--- src/rtl/core/dac_pkg.sv ---
package dac_pkg;

  // Fixed sizes
  localparam int unsigned CONFIRM_COUNT  = 3;
  localparam int unsigned FEEDBACK_STEPS = 40;
  localparam int unsigned UID_BYTES      = 7;

  localparam int unsigned CNT_W  = $clog2(CONFIRM_COUNT + 1);
  localparam int unsigned FB_W   = 6;
  localparam int unsigned UID_W  = 8 * UID_BYTES;
  localparam int unsigned TICK_W = 32;

  // Configuration port
  localparam int unsigned NUM_REGS = 8;
  localparam int unsigned REG_IW   = $clog2(NUM_REGS);
  localparam int unsigned APB_DW   = 64;
  localparam int unsigned APB_AW   = REG_IW + 3;

  localparam logic [REG_IW-1:0] REG_SMOKE_THR  = REG_IW'(0);
  localparam logic [REG_IW-1:0] REG_PIR_THR    = REG_IW'(1);
  localparam logic [REG_IW-1:0] REG_OUTER_MOVE = REG_IW'(2);
  localparam logic [REG_IW-1:0] REG_OUTER_HOLD = REG_IW'(3);
  localparam logic [REG_IW-1:0] REG_INNER_MOVE = REG_IW'(4);
  localparam logic [REG_IW-1:0] REG_AUTH_UID   = REG_IW'(5);
  localparam logic [REG_IW-1:0] REG_AUTH_LEN   = REG_IW'(6);
  localparam logic [REG_IW-1:0] REG_GRACE      = REG_IW'(7);

  // Register reset values
  localparam logic [9:0]       RST_SMOKE_THR  = 10'd450;
  localparam logic [9:0]       RST_PIR_THR    = 10'd400;
  localparam logic [15:0]      RST_OUTER_MOVE = 16'd900;
  localparam logic [15:0]      RST_OUTER_HOLD = 16'd5000;
  localparam logic [15:0]      RST_INNER_MOVE = 16'd700;
  localparam logic [UID_W-1:0] RST_AUTH_UID   = UID_W'(32'h04F5_5EFB);
  localparam logic [2:0]       RST_AUTH_LEN   = 3'd4;
  localparam logic [7:0]       RST_GRACE      = 8'd80;

  typedef enum logic [1:0] {
    DS_CLOSED  = 2'd0,
    DS_OPENING = 2'd1,
    DS_OPEN    = 2'd2,
    DS_CLOSING = 2'd3
  } door_e;

  typedef enum logic [1:0] {
    FB_IDLE    = 2'd0,
    FB_GRANTED = 2'd1,
    FB_DENIED  = 2'd2
  } fb_e;

  localparam logic CMD_ACCESS = 1'b0;
  localparam logic CMD_SENSOR = 1'b1;

  typedef struct packed {
    logic [9:0]       smoke_thr;
    logic [9:0]       pir_thr;
    logic [15:0]      outer_move_ticks;
    logic [15:0]      outer_hold_ticks;
    logic [15:0]      inner_move_ticks;
    logic [UID_W-1:0] auth_uid;
    logic [2:0]       auth_uid_len;
    logic [7:0]       grace_steps;
  } dac_cfg_t;

  typedef struct packed {
    logic              cmd;
    logic [TICK_W-1:0] now_tick;
    logic              card_present;
    logic [3:0]        card_len;
    logic [UID_W-1:0]  card_uid;
    logic              button_level;
    logic [9:0]        smoke_sample;
    logic [9:0]        pir_sample;
    logic              laser_raw;
  } dac_in_t;

  typedef struct packed {
    logic [1:0] outer_state;
    logic [1:0] inner_state;
    logic       outer_open_cmd;
    logic       inner_open_cmd;
    logic [1:0] card_feedback;
    logic       smoke_detected;
    logic       motion_detected;
    logic       beam_broken;
    logic       fire_alarm;
    logic       intrusion_alarm;
    logic       buzzer_on;
    logic       armed;
  } dac_out_t;

endpackage

--- src/rtl/core/dac_if.sv ---
interface dac_in_if;
  import dac_pkg::*;

  logic    valid;
  logic    ready;
  dac_in_t payload;

  modport source (output valid, output payload, input ready);
  modport sink (input valid, input payload, output ready);
endinterface

interface dac_out_if;
  import dac_pkg::*;

  logic     valid;
  logic     ready;
  dac_out_t payload;

  modport source (output valid, output payload, input ready);
  modport sink (input valid, input payload, output ready);
endinterface

--- src/rtl/core/dac_cfg_regs.sv ---
module dac_cfg_regs (
  input  logic                         clk_i,
  input  logic                         rst_ni,
  input  logic                         psel,
  input  logic                         penable,
  input  logic                         pwrite,
  input  logic [dac_pkg::APB_AW-1:0]   paddr,
  input  logic [dac_pkg::APB_DW-1:0]   pwdata,
  output logic [dac_pkg::APB_DW-1:0]   prdata,
  output logic                         pready,
  output dac_pkg::dac_cfg_t            cfg_o
);
  import dac_pkg::*;

  dac_cfg_t          cfg_q;
  logic              wr_en;
  logic [REG_IW-1:0] reg_idx;

  assign pready  = 1'b1;
  assign wr_en   = psel && penable && pwrite;
  assign reg_idx = paddr[APB_AW-1:3];
  assign cfg_o   = cfg_q;

  always_ff @(posedge clk_i or negedge rst_ni) begin
    if (!rst_ni) begin
      cfg_q.smoke_thr        <= RST_SMOKE_THR;
      cfg_q.pir_thr          <= RST_PIR_THR;
      cfg_q.outer_move_ticks <= RST_OUTER_MOVE;
      cfg_q.outer_hold_ticks <= RST_OUTER_HOLD;
      cfg_q.inner_move_ticks <= RST_INNER_MOVE;
      cfg_q.auth_uid         <= RST_AUTH_UID;
      cfg_q.auth_uid_len     <= RST_AUTH_LEN;
      cfg_q.grace_steps      <= RST_GRACE;
    end else if (wr_en) begin
      case (reg_idx)
        REG_SMOKE_THR:  cfg_q.smoke_thr        <= pwdata[9:0];
        REG_PIR_THR:    cfg_q.pir_thr          <= pwdata[9:0];
        REG_OUTER_MOVE: cfg_q.outer_move_ticks <= pwdata[15:0];
        REG_OUTER_HOLD: cfg_q.outer_hold_ticks <= pwdata[15:0];
        REG_INNER_MOVE: cfg_q.inner_move_ticks <= pwdata[15:0];
        REG_AUTH_UID:   cfg_q.auth_uid         <= pwdata[UID_W-1:0];
        REG_AUTH_LEN:   cfg_q.auth_uid_len     <= pwdata[2:0];
        REG_GRACE:      cfg_q.grace_steps      <= pwdata[7:0];
        default: ;
      endcase
    end
  end

  always_comb begin
    case (reg_idx)
      REG_SMOKE_THR:  prdata = APB_DW'(cfg_q.smoke_thr);
      REG_PIR_THR:    prdata = APB_DW'(cfg_q.pir_thr);
      REG_OUTER_MOVE: prdata = APB_DW'(cfg_q.outer_move_ticks);
      REG_OUTER_HOLD: prdata = APB_DW'(cfg_q.outer_hold_ticks);
      REG_INNER_MOVE: prdata = APB_DW'(cfg_q.inner_move_ticks);
      REG_AUTH_UID:   prdata = APB_DW'(cfg_q.auth_uid);
      REG_AUTH_LEN:   prdata = APB_DW'(cfg_q.auth_uid_len);
      REG_GRACE:      prdata = APB_DW'(cfg_q.grace_steps);
      default:        prdata = '0;
    endcase
  end

endmodule

--- src/rtl/core/dac_step_unit.sv ---
module dac_step_unit (
  input  logic              clk_i,
  input  logic              rst_ni,
  input  dac_pkg::dac_cfg_t cfg_i,
  input  logic              step_en_i,
  input  dac_pkg::dac_in_t  item_i,
  output dac_pkg::dac_out_t result_o
);
  import dac_pkg::*;

  function automatic logic [CNT_W-1:0] confirm_move(input logic [CNT_W-1:0] cnt,
                                                    input logic seen);
    logic [CNT_W-1:0] res;
    res = cnt;
    if (seen) begin
      if (cnt < CNT_W'(CONFIRM_COUNT)) res = cnt + CNT_W'(1);
    end else if (cnt != '0) begin
      res = cnt - CNT_W'(1);
    end
    return res;
  endfunction

  door_e             outer_q, outer_d, inner_q, inner_d;
  logic [TICK_W-1:0] outer_dl_q, outer_dl_d, inner_dl_q, inner_dl_d;
  logic              last_btn_q, last_btn_d;
  fb_e               fb_kind_q, fb_kind_d;
  logic [FB_W-1:0]   fb_cnt_q, fb_cnt_d;
  logic [7:0]        grace_q, grace_d;
  logic [CNT_W-1:0]  smoke_cnt_q, smoke_cnt_d;
  logic [CNT_W-1:0]  motion_cnt_q, motion_cnt_d;
  logic [CNT_W-1:0]  beam_cnt_q, beam_cnt_d;
  logic              blink_q, blink_d;
  logic              fire_q, fire_d, intr_q, intr_d, buzz_q, buzz_d;
  logic [1:0]        servo_q, servo_d;

  logic [TICK_W-1:0] now;
  logic [TICK_W-1:0] outer_move_at, outer_hold_at, inner_move_at;
  logic [UID_BYTES-1:0] byte_ok;
  logic              card_match;
  logic              btn_edge;
  logic              armed_d;

  assign now           = item_i.now_tick;
  assign outer_move_at = now + TICK_W'(cfg_i.outer_move_ticks);
  assign outer_hold_at = now + TICK_W'(cfg_i.outer_hold_ticks);
  assign inner_move_at = now + TICK_W'(cfg_i.inner_move_ticks);
  assign btn_edge      = !item_i.button_level && last_btn_q;

  // Bytes past the configured length do not take part.
  always_comb begin
    for (int i = 0; i < UID_BYTES; i++) begin
      byte_ok[i] = (item_i.card_uid[8*i +: 8] == cfg_i.auth_uid[8*i +: 8]) ||
                   (i >= int'(cfg_i.auth_uid_len));
    end
  end

  assign card_match = (item_i.card_len == {1'b0, cfg_i.auth_uid_len}) && (&byte_ok);

  always_comb begin
    outer_d      = outer_q;
    inner_d      = inner_q;
    outer_dl_d   = outer_dl_q;
    inner_dl_d   = inner_dl_q;
    last_btn_d   = last_btn_q;
    fb_kind_d    = fb_kind_q;
    fb_cnt_d     = fb_cnt_q;
    grace_d      = grace_q;
    smoke_cnt_d  = smoke_cnt_q;
    motion_cnt_d = motion_cnt_q;
    beam_cnt_d   = beam_cnt_q;
    blink_d      = blink_q;
    fire_d       = fire_q;
    intr_d       = intr_q;
    buzz_d       = buzz_q;
    servo_d      = servo_q;

    if (item_i.cmd == CMD_ACCESS) begin
      // Card feedback countdown
      if (fb_cnt_q != '0) begin
        fb_cnt_d = fb_cnt_q - FB_W'(1);
        if (fb_cnt_d == '0) fb_kind_d = FB_IDLE;
      end

      if (item_i.card_present) begin
        fb_cnt_d = FB_W'(FEEDBACK_STEPS);
        if (card_match) begin
          fb_kind_d = FB_GRANTED;
          grace_d   = cfg_i.grace_steps;
          if (outer_q == DS_CLOSED || outer_q == DS_CLOSING) begin
            servo_d[0] = 1'b1;
            outer_d    = DS_OPENING;
            outer_dl_d = outer_move_at;
          end else if (outer_q == DS_OPEN) begin
            outer_dl_d = outer_hold_at;
          end
        end else begin
          fb_kind_d = FB_DENIED;
        end
      end

      // Outer door timer
      case (outer_d)
        DS_OPENING: begin
          if (now >= outer_dl_d) begin
            outer_d    = DS_OPEN;
            outer_dl_d = outer_hold_at;
          end
        end
        DS_OPEN: begin
          if (now >= outer_dl_d) begin
            servo_d[0] = 1'b0;
            outer_d    = DS_CLOSING;
            outer_dl_d = outer_move_at;
          end
        end
        DS_CLOSING: begin
          if (now >= outer_dl_d) outer_d = DS_CLOSED;
        end
        default: ;
      endcase

      // Inner door: a press toggles it only while at rest
      if (btn_edge) begin
        if (inner_q == DS_CLOSED) begin
          servo_d[1] = 1'b1;
          inner_d    = DS_OPENING;
          inner_dl_d = inner_move_at;
          grace_d    = cfg_i.grace_steps;
        end else if (inner_q == DS_OPEN) begin
          servo_d[1] = 1'b0;
          inner_d    = DS_CLOSING;
          inner_dl_d = inner_move_at;
        end
      end
      last_btn_d = item_i.button_level;

      case (inner_d)
        DS_OPENING: if (now >= inner_dl_d) inner_d = DS_OPEN;
        DS_CLOSING: if (now >= inner_dl_d) inner_d = DS_CLOSED;
        default: ;
      endcase
    end else begin
      smoke_cnt_d  = confirm_move(smoke_cnt_q,
                                  item_i.smoke_sample >= cfg_i.smoke_thr);
      motion_cnt_d = confirm_move(motion_cnt_q,
                                  item_i.pir_sample >= cfg_i.pir_thr);
      beam_cnt_d   = confirm_move(beam_cnt_q, item_i.laser_raw);

      if (grace_q != '0) grace_d = grace_q - 8'd1;

      fire_d = smoke_cnt_d >= CNT_W'(CONFIRM_COUNT);
      intr_d = (grace_d == '0) && (outer_q == DS_CLOSED) && (inner_q == DS_CLOSED) &&
               ((motion_cnt_d >= CNT_W'(CONFIRM_COUNT)) ||
                (beam_cnt_d >= CNT_W'(CONFIRM_COUNT)));
      // Steady tone on fire, blink on intrusion
      if (fire_d) begin
        buzz_d = 1'b1;
      end else if (intr_d) begin
        blink_d = !blink_q;
        buzz_d  = blink_d;
      end else begin
        buzz_d  = 1'b0;
        blink_d = 1'b0;
      end
    end
  end

  assign armed_d = (grace_d == '0) && (outer_d == DS_CLOSED) && (inner_d == DS_CLOSED);

  always_comb begin
    result_o.outer_state     = outer_d;
    result_o.inner_state     = inner_d;
    result_o.outer_open_cmd  = servo_d[0];
    result_o.inner_open_cmd  = servo_d[1];
    result_o.card_feedback   = fb_kind_d;
    result_o.smoke_detected  = smoke_cnt_d >= CNT_W'(CONFIRM_COUNT);
    result_o.motion_detected = motion_cnt_d >= CNT_W'(CONFIRM_COUNT);
    result_o.beam_broken     = beam_cnt_d >= CNT_W'(CONFIRM_COUNT);
    result_o.fire_alarm      = fire_d;
    result_o.intrusion_alarm = intr_d;
    result_o.buzzer_on       = buzz_d;
    result_o.armed           = armed_d;
  end

  always_ff @(posedge clk_i or negedge rst_ni) begin
    if (!rst_ni) begin
      outer_q      <= DS_CLOSED;
      inner_q      <= DS_CLOSED;
      outer_dl_q   <= '0;
      inner_dl_q   <= '0;
      last_btn_q   <= 1'b1;
      fb_kind_q    <= FB_IDLE;
      fb_cnt_q     <= '0;
      grace_q      <= '0;
      smoke_cnt_q  <= '0;
      motion_cnt_q <= '0;
      beam_cnt_q   <= '0;
      blink_q      <= 1'b0;
      fire_q       <= 1'b0;
      intr_q       <= 1'b0;
      buzz_q       <= 1'b0;
      servo_q      <= '0;
    end else if (step_en_i) begin
      outer_q      <= outer_d;
      inner_q      <= inner_d;
      outer_dl_q   <= outer_dl_d;
      inner_dl_q   <= inner_dl_d;
      last_btn_q   <= last_btn_d;
      fb_kind_q    <= fb_kind_d;
      fb_cnt_q     <= fb_cnt_d;
      grace_q      <= grace_d;
      smoke_cnt_q  <= smoke_cnt_d;
      motion_cnt_q <= motion_cnt_d;
      beam_cnt_q   <= beam_cnt_d;
      blink_q      <= blink_d;
      fire_q       <= fire_d;
      intr_q       <= intr_d;
      buzz_q       <= buzz_d;
      servo_q      <= servo_d;
    end
  end

`ifndef SYNTHESIS
  a_fb_idle_iff_zero: assert property (@(posedge clk_i) disable iff (!rst_ni)
    (fb_cnt_q == '0) == (fb_kind_q == FB_IDLE))
    else $error("card feedback kind and countdown disagree");

  a_outer_servo: assert property (@(posedge clk_i) disable iff (!rst_ni)
    servo_q[0] == (outer_q == DS_OPENING || outer_q == DS_OPEN))
    else $error("outer servo command does not follow the door state");

  a_inner_servo: assert property (@(posedge clk_i) disable iff (!rst_ni)
    servo_q[1] == (inner_q == DS_OPENING || inner_q == DS_OPEN))
    else $error("inner servo command does not follow the door state");

  a_cnt_sat: assert property (@(posedge clk_i) disable iff (!rst_ni)
    smoke_cnt_q <= CNT_W'(CONFIRM_COUNT) && motion_cnt_q <= CNT_W'(CONFIRM_COUNT) &&
    beam_cnt_q <= CNT_W'(CONFIRM_COUNT))
    else $error("confirm counter above its ceiling");

  a_buzz_needs_alarm: assert property (@(posedge clk_i) disable iff (!rst_ni)
    buzz_q |-> (fire_q || intr_q))
    else $error("buzzer on with no alarm");
`endif

endmodule

--- src/rtl/core/door_access_and_alarm_controller.sv ---
// Door access and alarm controller.
// Items arrive on in_i (valid/ready): cmd 0 is an access step (time stamp, card read,
// inner door button), cmd 1 is a sensor step (smoke, motion, laser). Every item gives
// exactly one result item on out_o with the door states, servo commands, card feedback,
// confirmed detections, alarm flags and the armed flag, all taken after the step.
// Configuration sits behind an APB-style port with 64-bit data; register i lives at byte
// address 8*i and is written on psel & penable & pwrite. pready is tied high. Write
// registers only while no item is in flight.
// Path: an item taken from in_i lands in the input register, is processed, and is then
// registered in the result register, where its result stays valid until it is taken.
// Throughput: one item per cycle while out_o.ready stays high; all step logic is a few
// compares, three 32-bit adds and small counters between the input and result registers.
// Stall: when out_o.ready is low the result register holds; the input register holds
// one more item, and in_i.ready drops only when both are full.
// Reset (rst_ni low, asynchronous): both doors closed, deadlines zero, button released,
// counters and alarms cleared, configuration back to its defaults, no item in flight.
module door_access_and_alarm_controller (
  input  logic                       clk_i,
  input  logic                       rst_ni,
  dac_in_if.sink                     in_i,
  dac_out_if.source                  out_o,
  input  logic                       psel,
  input  logic                       penable,
  input  logic                       pwrite,
  input  logic [dac_pkg::APB_AW-1:0] paddr,
  input  logic [dac_pkg::APB_DW-1:0] pwdata,
  output logic [dac_pkg::APB_DW-1:0] prdata,
  output logic                       pready
);
  import dac_pkg::*;

  dac_cfg_t cfg;
  dac_out_t step_res;

  logic     in_valid_q, in_valid_d;
  dac_in_t  in_item_q;
  logic     out_valid_q, out_valid_d;
  dac_out_t out_res_q;
  logic     step_fire;
  logic     in_take;

  dac_cfg_regs u_cfg (
    .clk_i   (clk_i),
    .rst_ni  (rst_ni),
    .psel    (psel),
    .penable (penable),
    .pwrite  (pwrite),
    .paddr   (paddr),
    .pwdata  (pwdata),
    .prdata  (prdata),
    .pready  (pready),
    .cfg_o   (cfg)
  );

  // Advance the held item into the result register when that register is free
  // or is being emptied this cycle.
  assign step_fire   = in_valid_q && (!out_valid_q || out_o.ready);
  assign in_i.ready  = !in_valid_q || step_fire;
  assign in_take     = in_i.valid && in_i.ready;
  assign in_valid_d  = in_take || (in_valid_q && !step_fire);
  assign out_valid_d = step_fire || (out_valid_q && !out_o.ready);

  dac_step_unit u_step (
    .clk_i     (clk_i),
    .rst_ni    (rst_ni),
    .cfg_i     (cfg),
    .step_en_i (step_fire),
    .item_i    (in_item_q),
    .result_o  (step_res)
  );

  always_ff @(posedge clk_i or negedge rst_ni) begin
    if (!rst_ni) begin
      in_valid_q  <= 1'b0;
      out_valid_q <= 1'b0;
    end else begin
      in_valid_q  <= in_valid_d;
      out_valid_q <= out_valid_d;
    end
  end

  // Payload registers: load only on a transfer, hold otherwise.
  always_ff @(posedge clk_i) begin
    if (in_take) in_item_q <= in_i.payload;
    if (step_fire) out_res_q <= step_res;
  end

  assign out_o.valid   = out_valid_q;
  assign out_o.payload = out_res_q;

endmodule

--- src/flat_wrapper.sv ---
// flat-port wrapper written by rule: the top's interface ports become plain ports
module door_access_and_alarm_controller_flat import dac_pkg::*;
  (clk_i, rst_ni, psel, penable, pwrite, paddr, pwdata, prdata, pready, in_i_valid, in_i_payload, in_i_ready, out_o_valid, out_o_payload, out_o_ready);
  dac_in_if in_i_i ();
  dac_out_if out_o_i ();
  input  logic clk_i;
  input  logic rst_ni;
  input  logic psel;
  input  logic penable;
  input  logic pwrite;
  input  logic [dac_pkg::APB_AW-1:0] paddr;
  input  logic [dac_pkg::APB_DW-1:0] pwdata;
  output logic [dac_pkg::APB_DW-1:0] prdata;
  output logic pready;
  input wire logic [$bits(in_i_i.valid)-1:0] in_i_valid;
  input wire logic [$bits(in_i_i.payload)-1:0] in_i_payload;
  output wire logic [$bits(in_i_i.ready)-1:0] in_i_ready;
  output wire logic [$bits(out_o_i.valid)-1:0] out_o_valid;
  output wire logic [$bits(out_o_i.payload)-1:0] out_o_payload;
  input wire logic [$bits(out_o_i.ready)-1:0] out_o_ready;
  assign in_i_i.valid = in_i_valid;
  assign in_i_i.payload = in_i_payload;
  assign in_i_ready = in_i_i.ready;
  assign out_o_valid = out_o_i.valid;
  assign out_o_payload = out_o_i.payload;
  assign out_o_i.ready = out_o_ready;
  door_access_and_alarm_controller u_core (.clk_i(clk_i), .rst_ni(rst_ni), .in_i(in_i_i), .out_o(out_o_i), .psel(psel), .penable(penable), .pwrite(pwrite), .paddr(paddr), .pwdata(pwdata), .prdata(prdata), .pready(pready));
endmodule
--- config.mk ---
export PLATFORM = sky130hd
export DESIGN_NAME = door_access_and_alarm_controller_flat
export DESIGN_NICKNAME = d
export VERILOG_FILES = /design/src/rtl/core/dac_pkg.sv /design/src/rtl/core/dac_if.sv /design/src/rtl/core/dac_cfg_regs.sv /design/src/rtl/core/dac_step_unit.sv /design/src/rtl/core/door_access_and_alarm_controller.sv /design/src/flat_wrapper.sv
export SDC_FILE = /design/constraint.sdc
export NUM_CORES = 1
export LEC_CHECK = 0
export BUFFER_PORTS_ARGS = -buffer_cell sky130_fd_sc_hd__buf_2
export CAP_MARGIN = 20
export CORE_MARGIN = 3
export CORE_UTILIZATION = 25
export CTS_CLUSTER_DIAMETER = 30
export DETAILED_ROUTE_END_ITERATION = 8
export GPL_TIMING_DRIVEN = 0
export HOLD_SLACK_MARGIN = 0.03
export SYNTH_ARGS = -nofsm -noshare
export SYNTH_HDL_FRONTEND = slang
export SYNTH_HIERARCHICAL = 1
export SYNTH_SLANG_ARGS = --single-unit
--- constraint.sdc ---
create_clock -name clk_i -period 5.2 [get_ports clk_i]
set_input_delay 1.56 -clock clk_i [delete_from_list [all_inputs] [get_ports clk_i]]
set_output_delay 1.56 -clock clk_i [all_outputs]
set_load 0.02 [all_outputs]
==> impl_metrics.env <==
export IMPL_status="finished, violations left"
export IMPL_failed_checks="setup timing"
export IMPL_leakagePower_uw=0.01261
export IMPL_postCtsHoldBufs=0
export IMPL_synth_ff_type="dfrtp_1"
export IMPL_yosysTopAreaCell="dfrtp_1"
export IMPL_yosys_register_bits=365
export IMPL_drt_iter0_markers=1397
export IMPL_syn_to_final_growth_pct=34.63
export IMPL_maxCapViolCount=0
export IMPL_synth_area_um2=22340
export IMPL_synthCells=2106
export IMPL_viasPerCell=4.971
export IMPL_drive_gt1_share_pct=34.73
export IMPL_r2r_cells=23
export IMPL_synthAdderAreaFrac_pct=8.276
export IMPL_crit_chain="ha_2, inv_2, fa_2, nor2b_2, o31a_1, o31a_1, o21ai_4, o221ai_4, a21oi_2, xnor2_1, nor2_1, or3_4, ha_4, nand4_1, or3_4, o22ai_4, a2111oi_4, buf_4, a22o_4, or3_1, a32o_2, or4_4, nor3_4"
export IMPL_p_total_uw=14870
export IMPL_grt_pass1_wl_um=113600
export IMPL_cts_max_level=3
export IMPL_clk_path_buf_depth=3
export IMPL_avgRoutedWirePerCell_um=19.96
export IMPL_postRouteAntennaNets=0
export IMPL_reg2reg_slack_ps=-550
export IMPL_grt_max_degree=103
export IMPL_hold_class="reg2reg"
export IMPL_start_util_pct=25.24
export IMPL_portBuffers=254
export IMPL_fmax_mhz=174.0
export IMPL_final_cell_mix="262 x buf_2, 189 x dfrtp_1, 166 x mux2_2"
export IMPL_die_w_um=305.0
export IMPL_ys_seq_area_share_pct=44.06
export IMPL_synth_top_area_share_pct=21.17
export IMPL_rsz0062_at_grt="true"
export IMPL_critical_path_class="reg2reg"
export IMPL_clock_skew_final_ps=33.50
export IMPL_r2r_start="u_core/in_item_q[83]"
export IMPL_final_common_cell="buf_2"
export IMPL_die_h_um=305.0
export IMPL_ios=275
export IMPL_postSynthAreaPerCell_um2=10.61
export IMPL_synth_area_mux_share_pct=11.06
export IMPL_fin_crit_sh_pct=110.5
export IMPL_synth_xor_area_share_pct=5.409
export IMPL_hold_end="u_core/u_step/inner_dl_q[0]"
export IMPL_clock_sinks=365
export IMPL_endpoint_kind="flop"
export IMPL_critPathRequiredTime_ps=5650
export IMPL_setup_viol=34
export IMPL_routed_wl_um=75720
export IMPL_place_gp_congestion=0.9125
export IMPL_critPathLaunchType="flop"
export IMPL_finalNonFillerCells=3794
export IMPL_synth_compound_area_share_pct=15.82
export IMPL_grt_pass1_vias=18830
export IMPL_ys_types=85
export IMPL_finalMaxSlewViolations=0
export IMPL_dp_cells=3539
export IMPL_peakVddDrop_uv=257.2
export IMPL_fin_ws_ps=-547.2
export IMPL_slowest_stage="or4_4"
export IMPL_critical_path_max_stage_delay_ps=530
export IMPL_antenna_found_initial=14
export IMPL_vias=18860
export IMPL_core_area_um2=88510
export IMPL_synth_top_family_by_area="compound AO/OA/AOI/OAI gates"
export IMPL_synth_simple_area_share_pct=11.70
export IMPL_finalHoldViolations=0
export IMPL_nFillCells=8807
export IMPL_final_nets=2891
export IMPL_grt_overflow=0
export IMPL_rows=109
export IMPL_clockRootBuffer="clkbuf_16"
export IMPL_drc=0
export IMPL_min_period_ps=5747
export IMPL_clk_latency_ps=620
export IMPL_grt_use_total_pct=15.72
export IMPL_cts_tree="yes"
export IMPL_whs_path_depth=2
export IMPL_cp_max_fo=4
export IMPL_clkTransAtPathRegs_ps=50
export IMPL_rr_endpoint="u_core/out_o.payload[0]"
export IMPL_power_density_nw_per_um2=494.5
export IMPL_synth_edf_count=131
export IMPL_worstPathArrival_ps=6190
export IMPL_hp_start="u_core/u_step/inner_dl_q[0]"
export IMPL_synthArstFlopShare_pct=64.11
export IMPL_cts_made_buffers=88
export IMPL_dp_hpwl_um=54990
export IMPL_ys_top_cells_by_area="dfrtp_1 21%, edfxtp_1 18%, mux2_2 8.4%"
export IMPL_yosysWarnings=6
export IMPL_drtPass1Iterations=6
export IMPL_die_area_um2=93000
export IMPL_slew_headroom_pct=22.45
export IMPL_worst_slew_pin_slew_ps=1159
==> sequential cells by signal, summed over array words and instances (netlist names) <==
name	count
u_core/u_step/grace_q	8
u_core/u_step/inner_dl_q	32
u_core/u_step/motion_cnt_q	2
u_core/u_step/outer_dl_q	32
u_core/u_step/beam_cnt_q	2
u_core/u_cfg/cfg_o	135
u_core/u_step/servo_q	2
u_core/in_item_q	116
u_core/u_step/buzz_q	1
u_core/in_valid_q	1
u_core/u_step/fb_cnt_q	6
u_core/u_step/intr_q	1
u_core/u_step/outer_q	2
u_core/out_o.payload	15
u_core/out_o.valid	1
u_core/u_step/smoke_cnt_q	2
u_core/u_step/fb_kind_q	2
u_core/u_step/blink_q	1
u_core/u_step/last_btn_q	1
u_core/u_step/fire_q	1
u_core/u_step/inner_q	2
==> stage by stage <==
step                area (µm²)  setup slack [ps]  utilization (%)  setup TNS [ps]  hold WS [ps]
floorplan                22440            -63.38                -          -63.38         443.0
global placement         25170             -2459            28.43         -524000         454.5
detailed placement       25330             -2061            28.62          -66890         462.8
CTS                      29180            -559.4            32.97           -1680         474.8
global route             30080            -702.7            33.99          -10890         495.6
finish                   30080            -547.2            33.99           -4857         478.4
==> power breakdown <==
part	internal (µW)	switching, µW
Combinational	2290	2840
Sequential	3660	501
Clock	3810	1760
==> synthesized netlist by cell type (all sizes together), types with 7 or more instances <==
library cell  count
a211oi           15
o21bai            8
xnor2            88
and3             16
and2             53
a21boi            7
a2bb2oi           7
o21a             18
xor2             50
o22ai            29
a221oi           11
a22oi            11
edfxtp          131
a22o              7
o211ai           20
nor3b             7
o21ai           111
inv              63
clkbuf           79
ha              143
or3              13
o31ai            10
a211o             8
nand2           143
dfrtp           189
o22a             18
nand3            30
mux2i            50
a31oi            18
nor2            132
o221ai           12
nor2b            12
dfstp            45
mux2            167
a21oi           114
nor3             29
nand4            34
buf              41
nor4             10
a21o             47
nand2b           23
==> kinds of logic after synthesis <==
logic type,count (synthesis)
compound gates,526
simple gates,523
flops,365
mux,221
buf+inv,185
fa+ha+maj,146
xor+xnor,138
other cells,2
==> timing repair <==
| item | 4_1_cts | 5_1_grt |
|---|---|---|
| setup buffers | 50 | 42 |
| resized for setup | 104 | 126 |
| gates cloned | 1 | 2 |
| setup endpoints to repair | 43 | 40 |
| pin swaps | 37 | 73 |
==> area by class of cell <==
| class | count | area, µm² | share of cell area [%] |
|---|---|---|---|
| sequential | 365 | 9846 | 32.73 |
| clock buffer | 116 | 2490 | 8.277 |
| timing repair buffer | 353 | 2241 | 7.449 |
| tap | 1165 | 1458 | 4.845 |
| antenna | 3 | 7.507 | 0.02496 |
| buffer | 115 | 620.6 | 2.063 |
| clock inverter | 48 | 583.1 | 1.938 |
| inverter | 65 | 245.2 | 0.8152 |
| multi-input combinational | 1564 | 12590 | 41.86 |
==> critical path: cells and delay by family (launching register included) <==
| kind | cells | cell delay [ps] |
|---|---|---|
| flip-flops | 1 | 490 |
| AND/OR/NAND/NOR | 8 | 2040 |
| adder cells (fa/ha/maj) | 3 | 720 |
| AO/OA/AOI/OAI | 9 | 1950 |
| buffers and inverters | 2 | 220 |
| XOR/XNOR | 1 | 160 |
==> routing by layer <==
metal,vias to the layer above,share of wire (%),track usage (%)
li1,8733,-,-
met1,9242,41,19.58
met2,735,48,26.60
met3,140,7.4,3.426
met4,10,3.1,5.937
met5,-,0.079,0
==> how the worst max path moves through the flow <==
stage	start	endpoint
floorplan	u_core/in_item_q[83]	u_core/out_o.payload[0]
global placement	u_core/u_cfg/cfg_o[26]	u_core/out_o.payload[0]
detailed placement	u_core/u_cfg/cfg_o[26]	u_core/u_step/outer_dl_q[26]
CTS	u_core/in_item_q[83]	u_core/out_o.payload[0]
global route	u_core/in_item_q[83]	u_core/out_o.payload[0]
finish	u_core/in_item_q[83]	u_core/out_o.payload[0]
Power figures use the tool's default switching activity.
